File: config.mk
export PLATFORM = sky130hd
export DESIGN_NAME = bfd_cdiv
export DESIGN_NICKNAME = d
export VERILOG_FILES = /design/src/sv/bfd_pkg.sv /design/src/sv/bfd_cdiv.sv
export SDC_FILE = /design/constraint.sdc
export NUM_CORES = 1
export LEC_CHECK = 0
export ABC_AREA = 1
export BUFFER_PORTS_ARGS = -buffer_cell sky130_fd_sc_hd__buf_2
export CAP_MARGIN = 20
export CORE_MARGIN = 1
export CORE_UTILIZATION = 45
export DETAILED_ROUTE_END_ITERATION = 8
export MAX_ROUTING_LAYER = met4
export PLACE_DENSITY = 0.78
export SLEW_MARGIN = 20
export SYNTH_ARGS = -nofsm -noshare
export SYNTH_HDL_FRONTEND = slang
export SYNTH_SLANG_ARGS = --single-unit
export TNS_END_PERCENT = 20
File: constraint.sdc
create_clock -name clk -period 2.9 [get_ports clk]
set_clock_uncertainty 0.1 [all_clocks]
set_input_delay 0.29 -clock clk [delete_from_list [all_inputs] [get_ports clk]]
set_output_delay 0.29 -clock clk [all_outputs]
set_load 0.01 [all_outputs]
File: src/sv/bfd_pkg.sv
package bfd_pkg;

    localparam int NCHAN     = 4;
    localparam int HALF_DIV  = 2;
    localparam int BYTE_W    = 8;
    localparam int SUM_W     = 36;
    localparam int CNT_W     = 29;
    localparam int DIM_W     = 15;
    localparam int POS_W     = 14;
    localparam int OW_W      = 12;
    localparam int MAX_OW    = 2048;
    localparam int MAX_SRC   = 16384;
    localparam int COL_W     = $clog2(MAX_OW);
    localparam int MEAN_W    = SUM_W + 1;
    localparam int STEP_W    = $clog2(BYTE_W);
    localparam int DSTEP_W   = $clog2(DIM_W);
    localparam int IDX_W     = 2;

    typedef logic [BYTE_W-1:0] byte_t;
    typedef logic [SUM_W-1:0]  sum_t;
    typedef logic [CNT_W-1:0]  cnt_t;

    typedef enum logic [IDX_W-1:0] {
        REG_SRC_W = 2'd0,
        REG_SRC_H = 2'd1,
        REG_OUT_W = 2'd2,
        REG_OUT_H = 2'd3
    } cfg_reg_t;

    typedef enum logic [2:0] {
        S_CFG,
        S_INIT,
        S_IDLE,
        S_RMW,
        S_MEAN
    } state_t;

    typedef struct packed {
        sum_t [NCHAN-1:0] sum;
        cnt_t             cnt;
    } acc_entry_t;

    typedef struct packed {
        logic             rd_en;
        logic             upd_en;
        logic             first;
        logic [COL_W-1:0] addr;
    } acc_ctrl_t;

endpackage

File: src/sv/bfd_cdiv.sv
module bfd_cdiv (
    input  logic                      clk,
    input  logic                      rst_n,
    input  logic                      start,
    input  logic [bfd_pkg::DIM_W-1:0] num,
    input  logic [bfd_pkg::DIM_W-1:0] den,
    output logic [bfd_pkg::DIM_W-1:0] quo,
    output logic [bfd_pkg::DIM_W-1:0] rem,
    output logic                      done
);
    import bfd_pkg::*;

    logic [DIM_W:0]     rem_reg, rem_next;
    logic [DIM_W-1:0]   num_reg, num_next;
    logic [DIM_W-1:0]   den_reg;
    logic [DSTEP_W-1:0] step_reg;
    logic               busy_reg;
    logic [DIM_W:0]     shifted;
    logic               ge;

    // restoring division, one quotient bit a cycle
    always_comb
    begin
        shifted  = {rem_reg[DIM_W-1:0], num_reg[DIM_W-1]};
        ge       = shifted >= {1'b0, den_reg};
        rem_next = ge ? shifted - {1'b0, den_reg} : shifted;
        num_next = {num_reg[DIM_W-2:0], ge};
    end

    always_ff @(posedge clk or negedge rst_n)
    begin
        if (!rst_n)
        begin
            busy_reg <= 1'b0;
            step_reg <= '0;
        end
        else if (start)
        begin
            busy_reg <= 1'b1;
            step_reg <= '0;
        end
        else if (busy_reg)
        begin
            step_reg <= step_reg + 1'b1;
            if (step_reg == DSTEP_W'(DIM_W - 1))
                busy_reg <= 1'b0;
        end
    end

    always_ff @(posedge clk)
    begin
        if (start)
        begin
            rem_reg <= '0;
            num_reg <= num;
            den_reg <= den;
        end
        else if (busy_reg)
        begin
            rem_reg <= rem_next;
            num_reg <= num_next;
        end
    end

    assign quo  = num_reg;
    assign rem  = rem_reg[DIM_W-1:0];
    assign done = !busy_reg;

endmodule

## After elaboration in Yosys (flattened, before gate mapping)

Index checks and enable logic that the tools add are counted.

- Add/sub/neg operators: 2
- Order comparisons: 1
- Eq/ne operators: 1
- Multiplexer cells: 8
- Reductions and logical operators: 2

Operators by type and width:

| operator | count |
|---|---|
| 15-bit 2-to-1 mux | 3 |
| 16-bit by 15-bit greater-or-equal comparator with 1-bit output | 1 |
| 15-bit subtractor | 1 |
| 4-bit 2-to-1 mux | 2 |
| 4-bit by 1-bit adder with 4-bit output (second input constant) | 1 |
| 4-bit == test (second input constant) | 1 |
| 1-bit 2-to-1 mux | 3 |
| 2-bit nonzero test | 1 |
| 1-bit zero test | 1 |

- Flip-flop bits (word level): 50
- Input port bits: 33
- Output and inout bits: 31
- Word-level logic and storage cells: 19

## Longest topological paths before layout

- Word-level depth: 4
- Depth in mapped cells: 14

## Worst setup path after synthesis

OpenSTA, ideal clock, no wires.

- Path kind: reg-to-reg
- Start: register num_reg[14] (netlist: quo[14])
- End: register rem_reg[14]
- Arrival: 1913 ps
- Required time: 2688 ps
- Path slack: 775 ps
- Cell stages (with the launch flop): 15
- Path buffers: 1
- Period minus slack after synthesis: 2125 ps
- Path through: edfxtp_1 > inv_1 > ha_1 > fa_1 > inv_1 > nand2_1 > nand2_1 > nand3_1 > nand3_1 > nand2_4 > nand2_4 > buf_8 > nand3_2 > nand2_1 > nand2_1

- Cells in the longest elaborated chain, start to end: 2
- Elaborated cells between the ends (all ways): 3
- Classes of those cells: add/sub: 1; order compare: 1; mux: 1

Ends and longest elaborated chain:

| item | line | source |
|---|---|---|
| start: declaration | bfd_cdiv.sv:14 | `logic [DIM_W-1:0] num_reg, num_next;` |
| start signal: assignment | bfd_cdiv.sv:55 | `num_reg <= num;` |
| start signal: assignment | bfd_cdiv.sv:61 | `num_reg <= num_next;` |
| 15-bit subtractor or 16-bit by 15-bit greater-or-equal comparator with 1-bit output (tied branches) | bfd_cdiv.sv:26, bfd_cdiv.sv:25 |  |
| 15-bit 2-to-1 mux (*) | bfd_cdiv.sv:26 | `rem_next = ge ? shifted - {1'b0, den_reg} : shifted;` |
| end signal: assignment | bfd_cdiv.sv:60 | `rem_reg <= rem_next;` |
| end: declaration | bfd_cdiv.sv:13 | `logic [DIM_W:0] rem_reg, rem_next;` |

Every way passes the cells marked *; elsewhere a longest branch is shown, timed or not.
A chain may end at the register's enable or synchronous reset.

## Worst setup path in the final report

- Start: register num_reg[14] (netlist: quo[14])
- End: register rem_reg[2]

Same word-level chain as after synthesis.

==> parameters.txt <==
Parameter                              Value

Synth
  FFs w/ async S/R, synth ... 10.0%
  Main flop type after synthesis ... sky130_fd_sc_hd__edfxtp_1
  Post-Syn Nets ... 463
  Sequential fraction of the synthesis area ... 42.9%
  Count of yosys warnings during synthesis ... 0
  Count of mapped cells out of synthesis ... 412
  Mean Syn Cell Area ... 7.51 um2
  Number of flops mapped to enable cells by yosys ... 30
  Number of synthesized register bits ... 50
  Post-synth cell types ... 33
  Total standard cell area after synthesis ... 3090 um2

Worst setup path
  Critical Path Start Type ... flip-flop
  Crit path arrival time ... 2.49 ns
  Reg-to-reg critical path startpoint ... quo[14]
  Endpoint required time on the critical path ... 2.98 ns
  Category of the critical setup timing path ... reg -> reg
  CP Capture Type ... flip-flop
  Worst setup path startpoint ... quo[14]
  Crit Path Max Fanout ... 17

Power
  Cell leakage power ... 2.00 nW
  P per Cell Area ... 766 nW/um2
  Cell internal power dissipation ... 0.00156 W
  Net switching share of the total power ... 43.3%
  Fraction of power consumed by the clock network ... 16.7%
  Sequential share of power ... 35.3%
  Combinational fraction of design power ... 48.0%
  Worst vdd rail ir drop ... 0.000316 V
  Switching power ... 0.00119 W

Global route
  Wire length of the first global-routing pass ... 11900 um
  Largest net degree at the start of global routing ... 25
  Number of global-route vias before repair ... 2660
  Total overflow reported by the global router ... 0
  Tot GR Track Use ... 21.5%
  Initial antenna violation count ... 0

Worst hold path
  Worst hold path startpoint ... den[5]
  Class of the worst hold path ... in -> reg

Drt
  Final routed wire length divided by cell count ... 12.7 um
  Vias per Instance ... 5.03
  Routed length on met3 ... 425 um
  Metal-1 WL ... 3120 um
  Final routed DRC violation total ... 1
  1st-pass router iterations ... 7
  Total via count in the routed design ... 2803
  Wire length reported by the detailed router ... 7060 um
  Number of violations reported at the end of detailed-routing iteration 0 ... 212
  Highest metal layer used by the detailed router ... met4
  Residual antenna-violating net count after detailed routing ... 0
  Routed wire length on met2 ... 3410 um

Placement
  Dpl cell area ... 3480 um2
  HPWL reported at the end of detailed placement ... 5130 um
  Number of port buffers ... 63
  Last weighted congestion value of the routability-driven placer ... 0.898

Clock tree
  Post-CTS sizing ... 0
  H-tree depth reported by CTS ... 2
  Clock latency of the later-clocked register in the worst-skew pair ... 0.32 ns
  Maximum root-to-sink buffer count ... 2
  Clock-pin transition on the worst setup and hold timing paths ... 0.11 ns
  Post-CTS Setup Bufs ... 0
  Clock Tree Root ... sky130_fd_sc_hd__clkbuf_8
  Clock tree from TritonCTS ... built
  TritonCTS buffer count ... 5
  Clock sinks ... 50

Final layout
  Most frequent standard cell in the layout excluding fill and tap cells ... sky130_fd_sc_hd__nand2_1
  Cell area after layout ... 3590 um2
  Final layout net count ... 530
  Antenna Diode Count ... 0
  Area delta synth->final ... 16.1%
  Fraction of layout cells with a size suffix above 1 ... 18.1%
  Most frequent cells in the layout ... 161 x sky130_fd_sc_hd__nand2_1, 72 x sky130_fd_sc_hd__inv_1, 63 x sky130_fd_sc_hd__buf_2, 40 x sky130_fd_sc_hd__nand3_1, 30 x sky130_fd_sc_hd__edfxtp_1

Floorplan
  Horiz. Die Dim ... 84.9 um
  Core area ... 6490 um2
  Die Height ... 84.9 um
  IO Pins ... 64
  Number of placement rows ... 29
  Initial core utilization ... 47.6%
  Die Area ... 7210 um2

STA
  Hold WS ... 0.0346 ns
  Worst Max-Slew Pin Slew ... 0.771 ns
  Minimum period implied by the final worst setup slack ... 2.41 ns
  Highest clock frequency the design can meet ... 415 MHz
  Worst slew slack as a fraction of its limit ... 48.6%
  RSZ-0062 raised after global routing ... false
  Final-layout setup total negative slack ... 0 ns
  Setup violations, final ... 0
  Final count of hold timing violations ... 0
  Count of final max-slew check failures ... 0
  Part of the cycle the worst path needs ... 83.1%

Flow run
  MaxCap Viol Count ... 0

Outcome
  Failing checks ... DRC
  Status ... finished, violations left
==> cells in the mapped netlist (2+ instances only) <==
cell,number,area share (%)
sky130_fd_sc_hd__a21oi_1,6,0.97
sky130_fd_sc_hd__clkbuf_1,4,0.49
sky130_fd_sc_hd__dfrtp_1,5,4.0
sky130_fd_sc_hd__dfxtp_1,15,9.7
sky130_fd_sc_hd__edfxtp_1,30,29
sky130_fd_sc_hd__ha_1,17,6.9
sky130_fd_sc_hd__inv_1,72,8.7
sky130_fd_sc_hd__nand2_1,161,20
sky130_fd_sc_hd__nand2_2,2,0.40
sky130_fd_sc_hd__nand2_4,2,0.73
sky130_fd_sc_hd__nand3_1,40,6.5
sky130_fd_sc_hd__nand3_2,4,1.3
sky130_fd_sc_hd__nand3b_1,5,1.2
sky130_fd_sc_hd__nand4_1,5,1.0
sky130_fd_sc_hd__nor2_1,16,1.9
sky130_fd_sc_hd__o21ai_0,7,1.1
sky130_fd_sc_hd__xnor2_1,3,0.85
sky130_fd_sc_hd__xor2_1,3,0.85
==> critical path: stages (launching register included) <==
cell and delay (ns):
sky130_fd_sc_hd__edfxtp_1 0.36, sky130_fd_sc_hd__inv_1 0.06, sky130_fd_sc_hd__ha_1 0.22, sky130_fd_sc_hd__fa_1 0.41
sky130_fd_sc_hd__inv_1 0.11, sky130_fd_sc_hd__nand2_1 0.06, sky130_fd_sc_hd__nand2_1 0.07, sky130_fd_sc_hd__nand3_1 0.10
sky130_fd_sc_hd__nand3_1 0.15, sky130_fd_sc_hd__nand2_4 0.16, sky130_fd_sc_hd__nand2_4 0.22, sky130_fd_sc_hd__nand2_1 0.08
sky130_fd_sc_hd__nand3_1 0.07, sky130_fd_sc_hd__o21ai_0 0.10
==> area by class of cell <==
type,instances,area (um2)
tap,77,96.3
sequential,50,1330
inverter,73,274
clock buffer,5,68.8
multi-input combinational,281,1440
clock inverter,3,28.8
fill,601,2910
timing repair buffer,68,355
==> timing repair <==
action                     CTS  global route
hold endpoints to repair     5             0
hold buffers                 1             0
setup endpoints to repair    0             0
==> kinds of logic (layout without fill, tap and decap cells) <==
logic type      count (synthesis)  count (layout)  share of synthesized area (%)
fa+ha+maj                      18              18                           7.52
compound gates                 17              17                           3.36
simple gates                  240             240                           34.0
flops                          50              50                           42.9
buf+inv                        81             149                           10.6
xor+xnor                        6               6                           1.70
==> power groups by stage <==
stage / combinational, W / sequential, W / clock, W
after detailed placement: 0.00130 / 0.000987 / 0
final: 0.00132 / 0.000971 / 0.000460
after floorplan: 0.000960 / 0.00102 / 0
after CTS: 0.00131 / 0.000971 / 0.000463
after global routing: 0.00149 / 0.000989 / 0.000488
after global placement: 0.00127 / 0.000984 / 0
==> path summary, 6_finish.rpt <==
kind                            cells after the start  slack, ns          end
worst max-delay path                               13       0.49   rem_reg[2]
worst min-delay path                                1       0.03   den_reg[5]
worst max register to register                     13       0.49   rem_reg[2]
worst min register to register                      2       0.39   rem_reg[8]
max in group asynchronous                           2       2.31  step_reg[3]
min in group asynchronous                           2       0.26  step_reg[1]
==> metrics by stage <==
stage | power [W] | setup slack, ns | utilization [%] | std cells
6_report | 0.00275 | 0.489 | 55.3 | 557
3_3_place_gp | 0.00225 | 0.655 | 53.6 | 548
2_1_floorplan | 0.00198 | 0.775 | - | 412
5_1_grt | 0.00297 | 0.299 | 55.3 | 557
3_5_place_dp | 0.00228 | 0.543 | 53.6 | 548
4_1_cts | 0.00274 | 0.523 | 55.3 | 557
==> layer usage <==
layer	GRT usage, %	vias up
met5	-	-
met1	26.8	1280
met4	8.63	0
met3	2.92	10
met2	35.6	90
li1	-	1423
No activity file was read; power rests on OpenSTA's default activity.
