`config.mk`:
```
export PLATFORM = sky130hd
export DESIGN_NAME = bfd_mean
export DESIGN_NICKNAME = d
export VERILOG_FILES = /design/src/sv/bfd_pkg.sv /design/src/sv/bfd_mean.sv
export SDC_FILE = /design/constraint.sdc
export NUM_CORES = 1
export LEC_CHECK = 0
export BUFFER_PORTS_ARGS = -buffer_cell sky130_fd_sc_hd__buf_4
export CAP_MARGIN = 20
export CELL_PAD_IN_SITES_DETAIL_PLACEMENT = 0
export CELL_PAD_IN_SITES_GLOBAL_PLACEMENT = 1
export CORE_UTILIZATION = 40
export CTS_CLUSTER_SIZE = 10
export DETAILED_ROUTE_END_ITERATION = 8
export GPL_TIMING_DRIVEN = 0
export PLACE_DENSITY = 0.79
export SLEW_MARGIN = 5
export SYNTH_ARGS = -nofsm -noshare
export SYNTH_HDL_FRONTEND = slang
export SYNTH_SLANG_ARGS = --single-unit
```
`constraint.sdc`:
```
create_clock -name clk -period 14.4 [get_ports clk]
set_clock_uncertainty 0.15 [all_clocks]
set_input_delay 1.44 -clock clk [delete_from_list [all_inputs] [get_ports clk]]
set_output_delay 1.44 -clock clk [all_outputs]
set_load 0.02 [all_outputs]
```
`src/sv/bfd_pkg.sv`:
```
package bfd_pkg;

    localparam int NCHAN     = 4;
    localparam int HALF_DIV  = 2;
    localparam int BYTE_W    = 8;
    localparam int SUM_W     = 36;
    localparam int CNT_W     = 29;
    localparam int DIM_W     = 15;
    localparam int POS_W     = 14;
    localparam int OW_W      = 12;
    localparam int MAX_OW    = 2048;
    localparam int MAX_SRC   = 16384;
    localparam int COL_W     = $clog2(MAX_OW);
    localparam int MEAN_W    = SUM_W + 1;
    localparam int STEP_W    = $clog2(BYTE_W);
    localparam int DSTEP_W   = $clog2(DIM_W);
    localparam int IDX_W     = 2;

    typedef logic [BYTE_W-1:0] byte_t;
    typedef logic [SUM_W-1:0]  sum_t;
    typedef logic [CNT_W-1:0]  cnt_t;

    typedef enum logic [IDX_W-1:0] {
        REG_SRC_W = 2'd0,
        REG_SRC_H = 2'd1,
        REG_OUT_W = 2'd2,
        REG_OUT_H = 2'd3
    } cfg_reg_t;

    typedef enum logic [2:0] {
        S_CFG,
        S_INIT,
        S_IDLE,
        S_RMW,
        S_MEAN
    } state_t;

    typedef struct packed {
        sum_t [NCHAN-1:0] sum;
        cnt_t             cnt;
    } acc_entry_t;

    typedef struct packed {
        logic             rd_en;
        logic             upd_en;
        logic             first;
        logic [COL_W-1:0] addr;
    } acc_ctrl_t;

endpackage

```
`src/sv/bfd_mean.sv`:
```
module bfd_mean (
    input  logic                                clk,
    input  logic                                rst_n,
    input  logic                                start,
    input  bfd_pkg::acc_entry_t                 entry,
    output bfd_pkg::byte_t [bfd_pkg::NCHAN-1:0] quo,
    output logic                                done
);
    import bfd_pkg::*;

    logic [NCHAN-1:0][MEAN_W-1:0] rem_reg;
    cnt_t                         cnt_reg;
    byte_t [NCHAN-1:0]            quo_reg;
    logic [STEP_W-1:0]            step_reg;
    logic                         busy_reg;
    logic [MEAN_W-1:0]            dsh;

    // mean never exceeds 255, so eight quotient bits suffice
    assign dsh = MEAN_W'(cnt_reg) << step_reg;

    always_ff @(posedge clk or negedge rst_n)
    begin
        if (!rst_n)
        begin
            busy_reg <= 1'b0;
            step_reg <= '0;
        end
        else if (start)
        begin
            busy_reg <= 1'b1;
            step_reg <= STEP_W'(BYTE_W - 1);
        end
        else if (busy_reg)
        begin
            step_reg <= step_reg - 1'b1;
            if (step_reg == '0)
                busy_reg <= 1'b0;
        end
    end

    always_ff @(posedge clk)
    begin
        if (start)
        begin
            cnt_reg <= entry.cnt;
            quo_reg <= '0;
            for (int ch = 0; ch < NCHAN; ch++)
                rem_reg[ch] <= MEAN_W'(entry.sum[ch]) + MEAN_W'(entry.cnt / HALF_DIV);
        end
        else if (busy_reg)
        begin
            for (int ch = 0; ch < NCHAN; ch++)
            begin
                if (rem_reg[ch] >= dsh)
                begin
                    rem_reg[ch]           <= rem_reg[ch] - dsh;
                    quo_reg[ch][step_reg] <= 1'b1;
                end
            end
        end
    end

    assign quo  = quo_reg;
    assign done = !busy_reg;

endmodule

```
==> Yosys cells after proc, flatten, opt, wreduce, memory -nomap -nowiden <==
Cells that the tools add are included.
{ "op_classes": {"addsub": 9, "magnitude_cmp": 6, "n_shift": 1, "muxes": 13, "bitwise_logic": 4, "reduce_logical": 16} }
{ "ops": {"columns": ["operator", "count"], "rows": [
  ["148-bit two-way mux", 2],
  ["36-bit by 28-bit adder with 37-bit output", 4],
  ["37-bit >= comparator", 4],
  ["37-bit two-way mux", 4],
  ["37-bit subtractor", 4],
  ["29-bit by 3-bit << shifter with 37-bit output", 1],
  ["8-bit bitwise OR", 4],
  ["2-bit AND reduction", 8],
  ["2-bit nonzero test", 5],
  ["3-bit two-way mux", 2],
  ["3-bit by 4-bit less-than comparator with 1-bit output (second input constant)", 1],
  ["1-bit two-way mux", 4],
  ["1-bit demux with 3-bit select", 1],
  ["3-bit by 1-bit >= comparator with 1-bit output (second input constant)", 1],
  ["3-bit zero test", 1],
  ["3-bit by 1-bit subtractor with 3-bit output (second input constant)", 1],
  ["1-bit logical AND", 1],
  ["1-bit zero test", 1]
]} }
{ "word_totals": {"regBits": 213, "in_bits": 176, "out_inout_bits": 33, "word_cells": 60} }

==> Logic depth before layout (Yosys ltp) <==
Gate-level depths: netlist of the first run.
{ "depth": {"depth_word": 5, "depth_mapped": 18, "mapped_depth_nobuf": 15} }

==> Worst setup path after synthesis of the first run <==
Ideal clock, no wire load.
{ "synth_path": {"path_type": "flip-flop to flip-flop", "startpoint": "reg step_reg[0]", "endpoint": "reg rem_reg[111] in the netlist's numbering (enable)", "setup_time_ns": 0.608, "arrival_time_ns": 4.703, "t_required_ns": 13.642, "path_slack_ns": 8.939, "path_stages_with_launch": 15, "n_path_buf": 2, "synth_period_minus_slack_ns": 5.461, "cell_sequence": "dfrtp_1 > clkbuf_1 > buf_1 > mux4_2 > mux2i_1 > ha_1 > and4_1 > o211a_1 > o31ai_1 > a21oi_1 > and2_1 > o21a_1 > a31o_2 > a41oi_2 > nand3_1"} }
{ "synth_via": {"elab_chain_len": 4} }
{ "synth_rtl": {"columns": ["element", "line", "rtl"], "rows": [
  ["from (decl)", "bfd_mean.sv:14", "logic [STEP_W-1:0] step_reg;"],
  ["from (signal assigned)", "bfd_mean.sv:31", "step_reg <= STEP_W'(BYTE_W - 1);"],
  ["from (signal assigned)", "bfd_mean.sv:35", "step_reg <= step_reg - 1'b1;"],
  ["29-bit by 3-bit << shifter with 37-bit output", "bfd_mean.sv:19", "assign dsh = MEAN_W'(cnt_reg) << step_reg;"],
  ["37-bit >= comparator", "bfd_mean.sv:54", "if (rem_reg[ch] >= dsh)"],
  ["2-bit nonzero test (no line)", null, null],
  ["2-bit AND reduction (no line)", null, null],
  ["to (signal, indexed assignment)", "bfd_mean.sv:48", "rem_reg[ch] <= MEAN_W'(entry.sum[ch]) + MEAN_W'(entry.cnt / HALF_DIV);"],
  ["to (signal, indexed assignment)", "bfd_mean.sv:56", "rem_reg[ch] <= rem_reg[ch] - dsh;"],
  ["to (decl)", "bfd_mean.sv:11", "logic [NCHAN-1:0][MEAN_W-1:0] rem_reg;"]
]} }
Every way passes these cells.
A chain may end at the register's enable or synchronous reset.

==> Final worst setup path of the first run <==
{ "layout_path": {"startpoint": "reg step_reg[0]", "endpoint": "reg rem_reg[39] in the netlist's numbering (enable)"} }
The elaborated chain is that of the path after synthesis.

==> results of run 1 <==
==> cells by family (layout without fill, tap and decap cells) <==
group | count (synthesis) | in the layout | share of synthesized area [%]
DFF | 213 | 213 | 26.89
adders and majority gates | 266 | 266 | 15.04
xor gates and xnor gates | 252 | 252 | 9.800
and+or+nand+nor | 763 | 763 | 15.96
AOI/OAI and AO/OA | 901 | 901 | 25.13
buffers and inverters | 168 | 435 | 2.811
muxes | 72 | 72 | 4.372
==> critical path, delay by kind of cell (launching register included) <==
family	cells	cell delay, ns
adders and majority gates	1	0.53
AOI/OAI and AO/OA	1	0.55
and+or+nand+nor	6	3.51
buffers and inverters	3	1.40
DFF	1	0.33
==> metal layers <==
metal | vias up | global-route usage, % | part of all wire [%]
met5 | - | 0 | 0
li1 | 10370 | - | -
met4 | 0 | 7.110 | 2.3
met3 | 99 | 2.582 | 6.3
met2 | 762 | 49.37 | 47
met1 | 10400 | 39.13 | 45
==> power by group <==
part	switching [mW]	internal [mW]
sequential	0.100	1.03
clock	0.291	0.386
combinational	2.03	1.34
total	2.42	2.75
==> through the flow <==
stage                     hold slack (ns)  power [mW]  cells  utilization [%]
after floorplan                    0.3879       3.621   2635                -
after global placement             0.3023       4.389   3591            45.15
after detailed placement           0.3100       4.430   3601            45.48
after CTS                          0.3223       5.135   3650            47.03
after global routing               0.3315       5.570   3650            47.03
final                              0.3230       5.169   3650            47.03
==> layout by cell type, fill, tap and decap left out, types with 8 or more instances in the layout <==
cell and instances:
o2111ai_1 9, a21oi_1 321, or2_2 8, buf_4 208
nand2b_1 27, o31ai_1 21, edfxtp_1 177, xor2_1 107
o31a_1 9, o21ai_1 26, a211oi_1 26, nor3_1 42
and3_1 39, nand3_1 71, nor4_1 11, ha_1 258
o21a_1 26, nand2_1 230, o211ai_1 18, a31oi_1 38
or3_1 18, nor2b_1 39, o21ai_0 180, inv_1 83
xnor2_1 145, buf_1 9, mux2i_1 50, nor2_1 202
dfxtp_1 32, mux4_2 21, fa_1 8, clkbuf_16 29
o21bai_1 31, clkbuf_1 78, nand4_1 37, and2_1 15
a21o_1 115
==> path summary, 6_finish.rpt <==
kind	end	slack [ns]	depth (start not counted)
hold / removal	quo[17]$_SDFFE_PP0P_	0.32	2
max in group asynchronous	step_reg[2]$_DFFE_PN0P_	13.51	1
hold reg to reg	quo[17]$_SDFFE_PP0P_	0.32	2
min in group asynchronous	busy_reg$_DFF_PN0_	0.49	1
setup / recovery	rem_reg[39]$_DFFE_PP_	7.48	11
setup reg to reg	rem_reg[39]$_DFFE_PP_	7.48	11
==> cell type report <==
cell class              instances  area share (%)
inverters                      85           1.224
well taps                     748           3.591
plain buffers                  83           1.215
multi-input cells            2254           60.77
clock buffers                  41           3.111
repair buffers                218           6.673
flip-flops and latches        213           23.23
clock inverters                 8          0.1872
==> key figures, run 1 <==
Outcome
  – Status: finished, final reports clean

Setup path
  – Crit-path slowest cell: nor4_1
  – Worst endpoint required time: ~14 ns
  – Max FO, Critical Path: 37
  – CP Launch Type: flip-flop
  – Most used cell, CP: clkbuf_1
  – Max incr delay on CP: 1.00 ns
  – Crit end category: flip-flop
  – CP Launch Point: step_reg[0]$_DFFE_PN0P_
  – Crit path DAT: between 6 and 7 ns
  – R2r startpoint: step_reg[0]$_DFFE_PN0P_
  – Cell Chain, Critical Path: clkbuf_1 > clkbuf_1 > inv_1 > nor3_1 > nand2_1 > ha_1 > nand4_1 > nor4_1 > nand3_1 > a41oi_2 > or2_2
  – Kind of critical path: reg2reg

Logic synthesis
  – Post-synthesis cell type count: between 80 and 90
  – Top cell type's share of synthesized area: between 20% and 30%
  – Most used flip-flop cell after synthesis: edfxtp_1
  – EDFF count, synth: between 150 and 200
  – Syn nets: between 3,000 and 4,000
  – Area contributors post-synth: edfxtp_1 (24%), ha_1 (14%), a21oi_1 (7.1%)
  – Flops & latches, synth: 213
  – Synth area leader: edfxtp_1
  – Ys async rst share: 1.878%
  – Most frequent cell after synthesis: a21oi_1
  – Sequential fraction of the synthesis area: 26.89%
  – Syn Inst Count: 2,635
  – Average size of a mapped cell: 8.547 sq um
  – Mapped cell area: about 23,000 sq um
  – Yosys warnings: 0
  – Synth cell count leaders: a21oi_1 (321), ha_1 (258), nand2_1 (230)

Clock tree
  – Hold buffer count at CTS: 0
  – Setup Fix Bufs, Post-CTS: 0
  – CTS max path bufs: 3
  – Clock transition at the registers of the reported paths: 0.06 ns
  – Post-cts resize count: 0
  – CTS tree: yes
  – CTS root buf: clkbuf_16
  – TritonCTS Buffers: 28
  – Worst-Skew Late Latency: 0.59 ns
  – CTS sink cnt: 213
  – H-Tree Depth: 1

Cells and area
  – Area of the multi-input gates: about 16,000 sq um
  – Nets@finish: 3,325
  – Fillers: 5,457
  – Antenna fix cells: 0
  – Area grow syn2layout: 15.73%
  – Max reg flops: 148
  – Reg area: 6056 sq um
  – Final Cell Area: 26,060 sq um
  – Share of layout cells above drive strength 1: 11.23%

Detailed routing
  – Total Routed Length: ~84 mm
  – Via Count: 21,620
  – Via/cell ratio: 5.924
  – Post-route ant nets: 0
  – Initial DRC Count: ~1,800
  – Wire length per cell: between 20 and 25 microns
  – Post-route DRC: 0
  – TritonRoute pass-1 iters: 6

STA
  – Post-layout minimum cycle time: 6.919 ns
  – Fin crit share: 48.05%
  – RSZ-0062 raised after global routing: false
  – Max-slew headroom: 22.79%
  – Final hold violations: 0
  – Max Freq: 144.5 MHz
  – Worst setup margin: about 7.5 ns
  – Setup violations, final: 0
  – Worst-Margin Slew: 1.158 ns
  – Slew Limit Fails: 0
  – Total negative slack: 0 ns

Placed design
  – Routability cong.: a little under 1
  – Total placed instance area: 25,200 sq um
  – Pre-CTS setup slack: 7.572 ns
  – Port bufs: about 210
  – HPWL Detailed: between 60 and 70 mm

Die
  – Num rows: 86
  – # IOs: 209
  – Die area: 57,260 sq um
  – Die X: 239.3 microns
  – Initial Utilization: 40.64%
  – Die Y: 239.3 microns
  – CORE AREA: 55,420 sq um

Hold path
  – HP Start: quo[17]$_SDFFE_PP0P_
  – Hold crit path type: reg2reg

GRT
  – Total gr overflow: 0
  – Total GRT Usage: between 20 and 30%
  – First-pass GRT wire length: 124.2 mm
  – Pin count of the biggest net entering global routing: 38
  – Initial antenna violation count: 0
  – Vias in the first global route: 20,870

Power and ir drop
  – Pwr dens: ~200 nW/um^2
  – Pleak: roughly 11 nW
  – VDD IR max: 0.09319 mV

Job
  – Max Cap Violations: 0
(Power assumes the default switching activity.)
==> run 2: changes to the inputs <==
clock period = 6.9 ns   (was 14.4 ns; I/O delays follow)
==> run 2 against run 1 <==
Against the previous run:
- flip-flop and latch count is the same
- core utilization hardly changed
- non-clock buffer count is 1 higher
- cell area about the same
- routed wire length hardly changed
- critical path depth did not move
- cell count hardly changed
- setup slack worse by 7.2 ns
- first-iteration DRC count down 3.3%
- critical path type unchanged
==> key figures, run 2 (synthesis results as in run 1) <==
GRT
  – GR Util met3: 2.582% (unchanged)
  – Initial antenna violation count: 0 (unchanged)
  – GRT Max-Usage Layer: met2 (unchanged)
  – Total GRT Usage: 28.90% (unchanged)
  – Vias in the first global route: 20,880 (was 20,870)
  – Total gr overflow: 0 (unchanged)
  – First-pass GRT wire length: 124.2 mm (unchanged)
  – Grt met2 use: 49.37% (unchanged)
  – Met1 Use GR: 39.13% (unchanged)
  – Pin count of the biggest net entering global routing: 38 (unchanged)

STA
  – Post-layout minimum cycle time: 6.628 ns (was 6.919 ns)
  – Final hold violations: 0 (unchanged)
  – RSZ-0062 raised after global routing: false (unchanged)
  – Final hold slack: 0.1300 ns (was 0.3230 ns)
  – Max-slew headroom: 21.26% (was 22.79%)
  – Max Freq: 150.9 MHz (was 144.5 MHz)
  – Total negative slack: 0 ns (unchanged)
  – Setup violations, final: 0 (unchanged)
  – Fin crit share: 96.06% (was 48.05%)
  – Worst setup margin: 0.2719 ns (was 7.481 ns)
  – Slew Limit Fails: 0 (unchanged)
  – Worst-Margin Slew: 1.181 ns (was 1.158 ns)

Setup path
  – Worst endpoint required time: 6.97 ns (was 14.45 ns)
  – CP delay by family, top: simple AND/OR/NAND/NOR gates (unchanged)
  – Max FO, Critical Path: 37 (unchanged)
  – Worst r2r dst: rem_reg[39]$_DFFE_PP_ (unchanged)
  – Crit end category: flip-flop (unchanged)
  – Worst Reg-to-Reg Cells: 11 (unchanged)
  – Flop2flop setup slack: 0.27 ns (was 7.48 ns)
  – CP Launch Type: flip-flop (unchanged)
  – Max incr delay on CP: 1.02 ns (was 1.00 ns)
  – Crit path buf inv count: 3 (unchanged)
  – R2r startpoint: step_reg[0]$_DFFE_PN0P_ (unchanged)
  – Crit-path slowest cell: nor4_1 (unchanged)
  – Cell Chain, Critical Path: clkbuf_1 > clkbuf_1 > inv_1 > nor3_1 > nand2_1 > ha_1 > nand4_1 > nor4_1 > nand3_1 > a41oi_2 > or2_4 (was clkbuf_1 > clkbuf_1 > inv_1 > nor3_1 > nand2_1 > ha_1 > nand4_1 > nor4_1 > nand3_1 > a41oi_2 > or2_2)
  – Stages on the worst setup path: 11 (unchanged)
  – Kind of critical path: reg2reg (unchanged)
  – Most used cell, CP: clkbuf_1 (unchanged)
  – Crit path DAT: 6.70 ns (was 6.97 ns)
  – Last element of the critical path: rem_reg[39]$_DFFE_PP_ (unchanged)
  – CP Launch Point: step_reg[0]$_DFFE_PN0P_ (unchanged)

Detailed routing
  – Post-route ant nets: 0 (unchanged)
  – Wire length per cell: 23.05 microns (was 23.06 microns)
  – TritonRoute pass-1 iters: 5 (was 6)
  – Post-route DRC: 0 (unchanged)
  – Total Routed Length: 84.17 mm (was 84.18 mm)
  – Initial DRC Count: 1,696 (was 1,753)
  – Via/cell ratio: 5.907 (was 5.924)
  – Via Count: 21,570 (was 21,620)

Die
  – Initial Utilization: 40.64% (unchanged)
  – Die X: 239.3 microns (unchanged)
  – # IOs: 209 (unchanged)
  – Die Y: 239.3 microns (unchanged)
  – Die area: 57,260 sq um (unchanged)
  – Num rows: 86 (unchanged)
  – CORE AREA: 55,420 sq um (unchanged)

Cells and area
  – Most frequent cells in the layout: a21oi_1 (321), ha_1 (258), nand2_1 (230) (unchanged)
  – Layout Cells excl Fill: 3,652 (was 3,650)
  – Commonest non-fill, non-tap cell in the layout: a21oi_1 (unchanged)
  – Nets@finish: 3,326 (was 3,325)
  – Share of layout cells above drive strength 1: 11.26% (was 11.23%)
  – Final Cell Area: 26,080 sq um (was 26,060 sq um)
  – Util after Layout: 47.07% (was 47.03%)
  – Area grow syn2layout: 15.81% (was 15.73%)
  – Max reg flops: 148 (unchanged)

Clock tree
  – H-Tree Depth: 1 (unchanged)
  – TritonCTS Buffers: 28 (unchanged)
  – CTS tree: yes (unchanged)
  – Worst-Skew Late Latency: 0.59 ns (about the same)
  – CTS max path bufs: 3 (unchanged)
  – Clock transition at the registers of the reported paths: 0.06 ns (about the same)
  – CTS root buf: clkbuf_16 (unchanged)
  – CTS sink cnt: 213 (unchanged)
  – Setup Fix Bufs, Post-CTS: 0 (unchanged)

Power and ir drop
  – Pwr dens: 413.5 nW/um^2 (was 198.3 nW/um^2)
  – VDD IR max: 0.1966 mV (was 0.09319 mV)
  – Pleak: 11.09 nW (about the same)
  – Total power: 10.79 mW (was 5.169 mW)

Hold path
  – HP Start: entry[0] (was quo[17]$_SDFFE_PP0P_)
  – Hold crit path type: in2reg (was reg2reg)

Placed design
  – Cells after DPL: 3,601 (unchanged)
  – Routability cong.: 0.9690 (unchanged)
  – Port bufs: 208 (unchanged)
  – HPWL Detailed: 68.43 mm (unchanged)
  – Pre-CTS setup slack: 0.07236 ns (was 7.572 ns)
  – Total placed instance area: 25,200 sq um (unchanged)

Job
  – Max Cap Violations: 0 (unchanged)

Outcome
  – Status: finished, final reports clean (unchanged)
run 2: power by group:
| group | total (mW) | leakage [nW] | switching [mW] | internal [mW] |
|---|---|---|---|---|
| logic | 7.02 | 8.55 | 4.23 | 2.79 |
| registers | 2.35 | 2.12 | 0.211 | 2.14 |
| clock network | 1.41 | 0.425 | 0.606 | 0.806 |
run 2: worst min-delay path by stage:
stage	depth (start not counted)	endpoint	slack (ns)
2_1_floorplan	0	busy_reg$_DFF_PN0_	0.24
3_3_place_gp	2	quo[3]$_SDFFE_PP0P_	0.30
3_5_place_dp	2	quo[5]$_SDFFE_PP0P_	0.31
4_1_cts	1	cnt_reg[0]$_DFFE_PP_	0.12
5_1_grt	1	cnt_reg[0]$_DFFE_PP_	0.13
6_report	1	cnt_reg[0]$_DFFE_PP_	0.13
run 2: metal layers:
layer	wire, microns	vias to the layer above
met5	0	-
li1	-	10380
met1	37930	10410
met4	1904	0
met2	39600	698
met3	4744	91
run 2: area by class of cell:
| type | instances | area [sq um] |
|---|---|---|
| multi-input combinational | 2254 | 15840 |
| timing repair buffer | 219 | 1749 |
| buffer | 83 | 316.6 |
| clock buffer | 41 | 810.8 |
| tap | 748 | 935.9 |
| fill | 5451 | 29330 |
| antenna | 1 | 2.502 |
| clock inverter | 8 | 48.80 |
| inverter | 85 | 319.1 |
| sequential | 213 | 6056 |
run 2: what timing repair did:
action	CTS	global route
endpoints found under the setup margin	0	62
hold buffers	1	0
hold endpoints to repair	4	0
gates resized for setup	0	2
run 2: worst reg2reg max path: cells and delay by family, from the launching register on:
| family | cells | cell delay (ns) |
|---|---|---|
| adder cells (fa/ha/maj) | 1 | 0.54 |
| buffers and inverters | 3 | 1.40 |
| AO/OA/AOI/OAI | 1 | 0.55 |
| AND/OR/NAND/NOR | 6 | 3.25 |
| flip-flops | 1 | 0.33 |
==> run 3: changes to the inputs <==
clock period = 7.62 ns   (was 6.9 ns; I/O delays follow)
==> run 3 against run 2 <==
Against the previous run:
- worst hold slack better by 0.073 ns
- combinational power down 9.5%
- power decreased by 9.5%
- sequential power decreased by 9.4%
- die area is the same
- first-iteration DRC count up 1.7%
==> key figures, run 3 (synthesis results as in run 1) <==
Placed design
  – Port bufs: 208 (unchanged)
  – HPWL Detailed: 68.43 mm (unchanged)
  – Total placed instance area: 25,200 sq um (unchanged)
  – Cells after DPL: 3,601 (unchanged)
  – Routability cong.: 0.9690 (unchanged)

Die
  – Num rows: 86 (unchanged)
  – Die area: 57,260 sq um (unchanged)
  – CORE AREA: 55,420 sq um (unchanged)
  – Die X: 239.3 microns (unchanged)
  – # IOs: 209 (unchanged)
  – Initial Utilization: 40.64% (unchanged)
  – Die Y: 239.3 microns (unchanged)

Power and ir drop
  – Comb power frac: 65.0% (was 65.1%)
  – Clk network pwr share: 13.1% (about the same)
  – Total power: 9.765 mW (was 10.79 mW)
  – Switching Share: 46.77% (about the same)
  – Int Power: 5.198 mW (was 5.741 mW)
  – VDD IR max: 0.1778 mV (was 0.1966 mV)
  – Psw: 4.567 mW (was 5.045 mW)
  – Pwr dens: 374.5 nW/um^2 (was 413.5 nW/um^2)
  – Pleak: 11.09 nW (about the same)
  – Seq pwr share: 21.8% (about the same)

Cells and area
  – Util after Layout: 47.05% (was 47.07%)
  – Fillers: 5,454 (was 5,451)
  – Most frequent cells in the layout: a21oi_1 (321), ha_1 (258), nand2_1 (230) (unchanged)
  – Antenna fix cells: 0 (was 1)
  – Area grow syn2layout: 15.77% (was 15.81%)
  – Final Cell Area: 26,070 sq um (was 26,080 sq um)
  – Max reg flops: 148 (unchanged)
  – Share of layout cells above drive strength 1: 11.23% (was 11.26%)
  – Commonest non-fill, non-tap cell in the layout: a21oi_1 (unchanged)
  – Nets@finish: 3,326 (unchanged)
  – Layout Cells excl Fill: 3,651 (was 3,652)

Clock tree
  – Post-cts resize count: 0 (unchanged)
  – CTS max path bufs: 3 (unchanged)
  – TritonCTS Buffers: 28 (unchanged)
  – CTS tree: yes (unchanged)
  – CTS root buf: clkbuf_16 (unchanged)
  – Clock transition at the registers of the reported paths: 0.06 ns (about the same)
  – Setup Fix Bufs, Post-CTS: 0 (unchanged)
  – CTS sink cnt: 213 (unchanged)
  – Worst-Skew Late Latency: 0.59 ns (about the same)
  – H-Tree Depth: 1 (unchanged)

STA
  – Post-layout minimum cycle time: 6.866 ns (was 6.628 ns)
  – RSZ-0062 raised after global routing: false (unchanged)
  – Worst-Margin Slew: 1.177 ns (was 1.181 ns)
  – Max-slew headroom: 21.55% (was 21.26%)
  – Final hold violations: 0 (unchanged)
  – Max Freq: 145.6 MHz (was 150.9 MHz)
  – Slew Limit Fails: 0 (unchanged)
  – Setup violations, final: 0 (unchanged)
  – Fin crit share: 90.11% (was 96.06%)
  – Final hold slack: 0.2027 ns (was 0.1300 ns)

Detailed routing
  – Via/cell ratio: 5.932 (was 5.907)
  – Initial DRC Count: 1,724 (was 1,696)
  – Total Routed Length: 84.15 mm (was 84.17 mm)
  – Post-route ant nets: 0 (unchanged)
  – Post-route DRC: 0 (unchanged)
  – Wire length per cell: 23.05 microns (about the same)
  – TritonRoute pass-1 iters: 6 (was 5)
  – Via Count: 21,660 (was 21,570)

GRT
  – Total gr overflow: 0 (unchanged)
  – Total GRT Usage: 28.90% (unchanged)
  – First-pass GRT wire length: 124.2 mm (unchanged)
  – Initial antenna violation count: 0 (unchanged)
  – Pin count of the biggest net entering global routing: 38 (unchanged)
  – Vias in the first global route: 20,880 (unchanged)

Setup path
  – Worst endpoint required time: 7.67 ns (was 6.97 ns)
  – CP Launch Type: flip-flop (unchanged)
  – Crit path DAT: 6.92 ns (was 6.70 ns)
  – CP Launch Point: step_reg[0]$_DFFE_PN0P_ (unchanged)
  – Crit end category: flip-flop (unchanged)
  – Kind of critical path: reg2reg (unchanged)
  – Max FO, Critical Path: 37 (unchanged)
  – R2r startpoint: step_reg[0]$_DFFE_PN0P_ (unchanged)

Hold path
  – HP Start: entry[0] (unchanged)
  – Hold crit path type: in2reg (unchanged)

Job
  – Max Cap Violations: 0 (unchanged)

Outcome
  – Status: finished, final reports clean (unchanged)
==> run 3: critical path, cell delays in order, from the launching register on <==
cell,delay [ns]
dfrtp_1,0.33
clkbuf_1,0.35
clkbuf_1,0.63
inv_1,0.41
nor3_1,0.62
nand2_1,0.42
ha_1,0.53
nand4_1,0.29
nor4_1,1.01
nand3_1,0.24
a41oi_2,0.53
or2_2,0.92
==> run 3: per-layer routing <==
metal	GRT usage (%)	share of wire, %
met1	39.13	45
met2	49.37	47
met4	7.110	2.3
met3	2.582	5.7
met5	0	0
==> run 3: cell type report <==
cell class              instances  area, sq um  share of cell area [%]
multi-input cells            2254        15840                   60.74
flip-flops and latches        213         6056                   23.23
repair buffers                219         1749                   6.709
well taps                     748        935.9                   3.589
clock buffers                  41        810.8                   3.110
inverters                      85        319.1                   1.224
plain buffers                  83        316.6                   1.214
clock inverters                 8        48.80                  0.1871
==> run 3: worst paths after layout <==
check / to / slack, ns / cells past startpoint
max reg2reg: rem_reg[39]$_DFFE_PP_ / 0.75 / 11
min: cnt_reg[0]$_DFFE_PP_ / 0.20 / 1
min reg2reg: quo[30]$_SDFFE_PP0P_ / 0.32 / 2
max: rem_reg[39]$_DFFE_PP_ / 0.75 / 11
min in group asynchronous: busy_reg$_DFF_PN0_ / 0.39 / 2
max in group asynchronous: step_reg[2]$_DFFE_PN0P_ / 6.83 / 2
==> run 3: stage by stage <==
step | setup WS, ns | setup TNS (ns)
3_5_place_dp | 0.7924 | 0
3_3_place_gp | -0.3177 | -11.58
6_report | 0.7538 | 0
5_1_grt | 0.4699 | 0
4_1_cts | 0.7699 | 0
2_1_floorplan | 2.159 | 0
==> run 3: power groups by stage <==
stage          registers (mW)  logic, mW  clock network (mW)
3_3_place_gp             2.14       6.15                   0
6_report                 2.13       6.35                1.28
5_1_grt                  2.17       7.01                1.35
2_1_floorplan            2.10       4.74                   0
3_5_place_dp             2.14       6.23                   0
4_1_cts                  2.13       6.27                1.30
==> run 3: what timing repair did <==
item / CTS / global route
hold buffers: 1 / 0
setup endpoints to repair: 0 / 0
endpoints found under the hold margin: 4 / 0
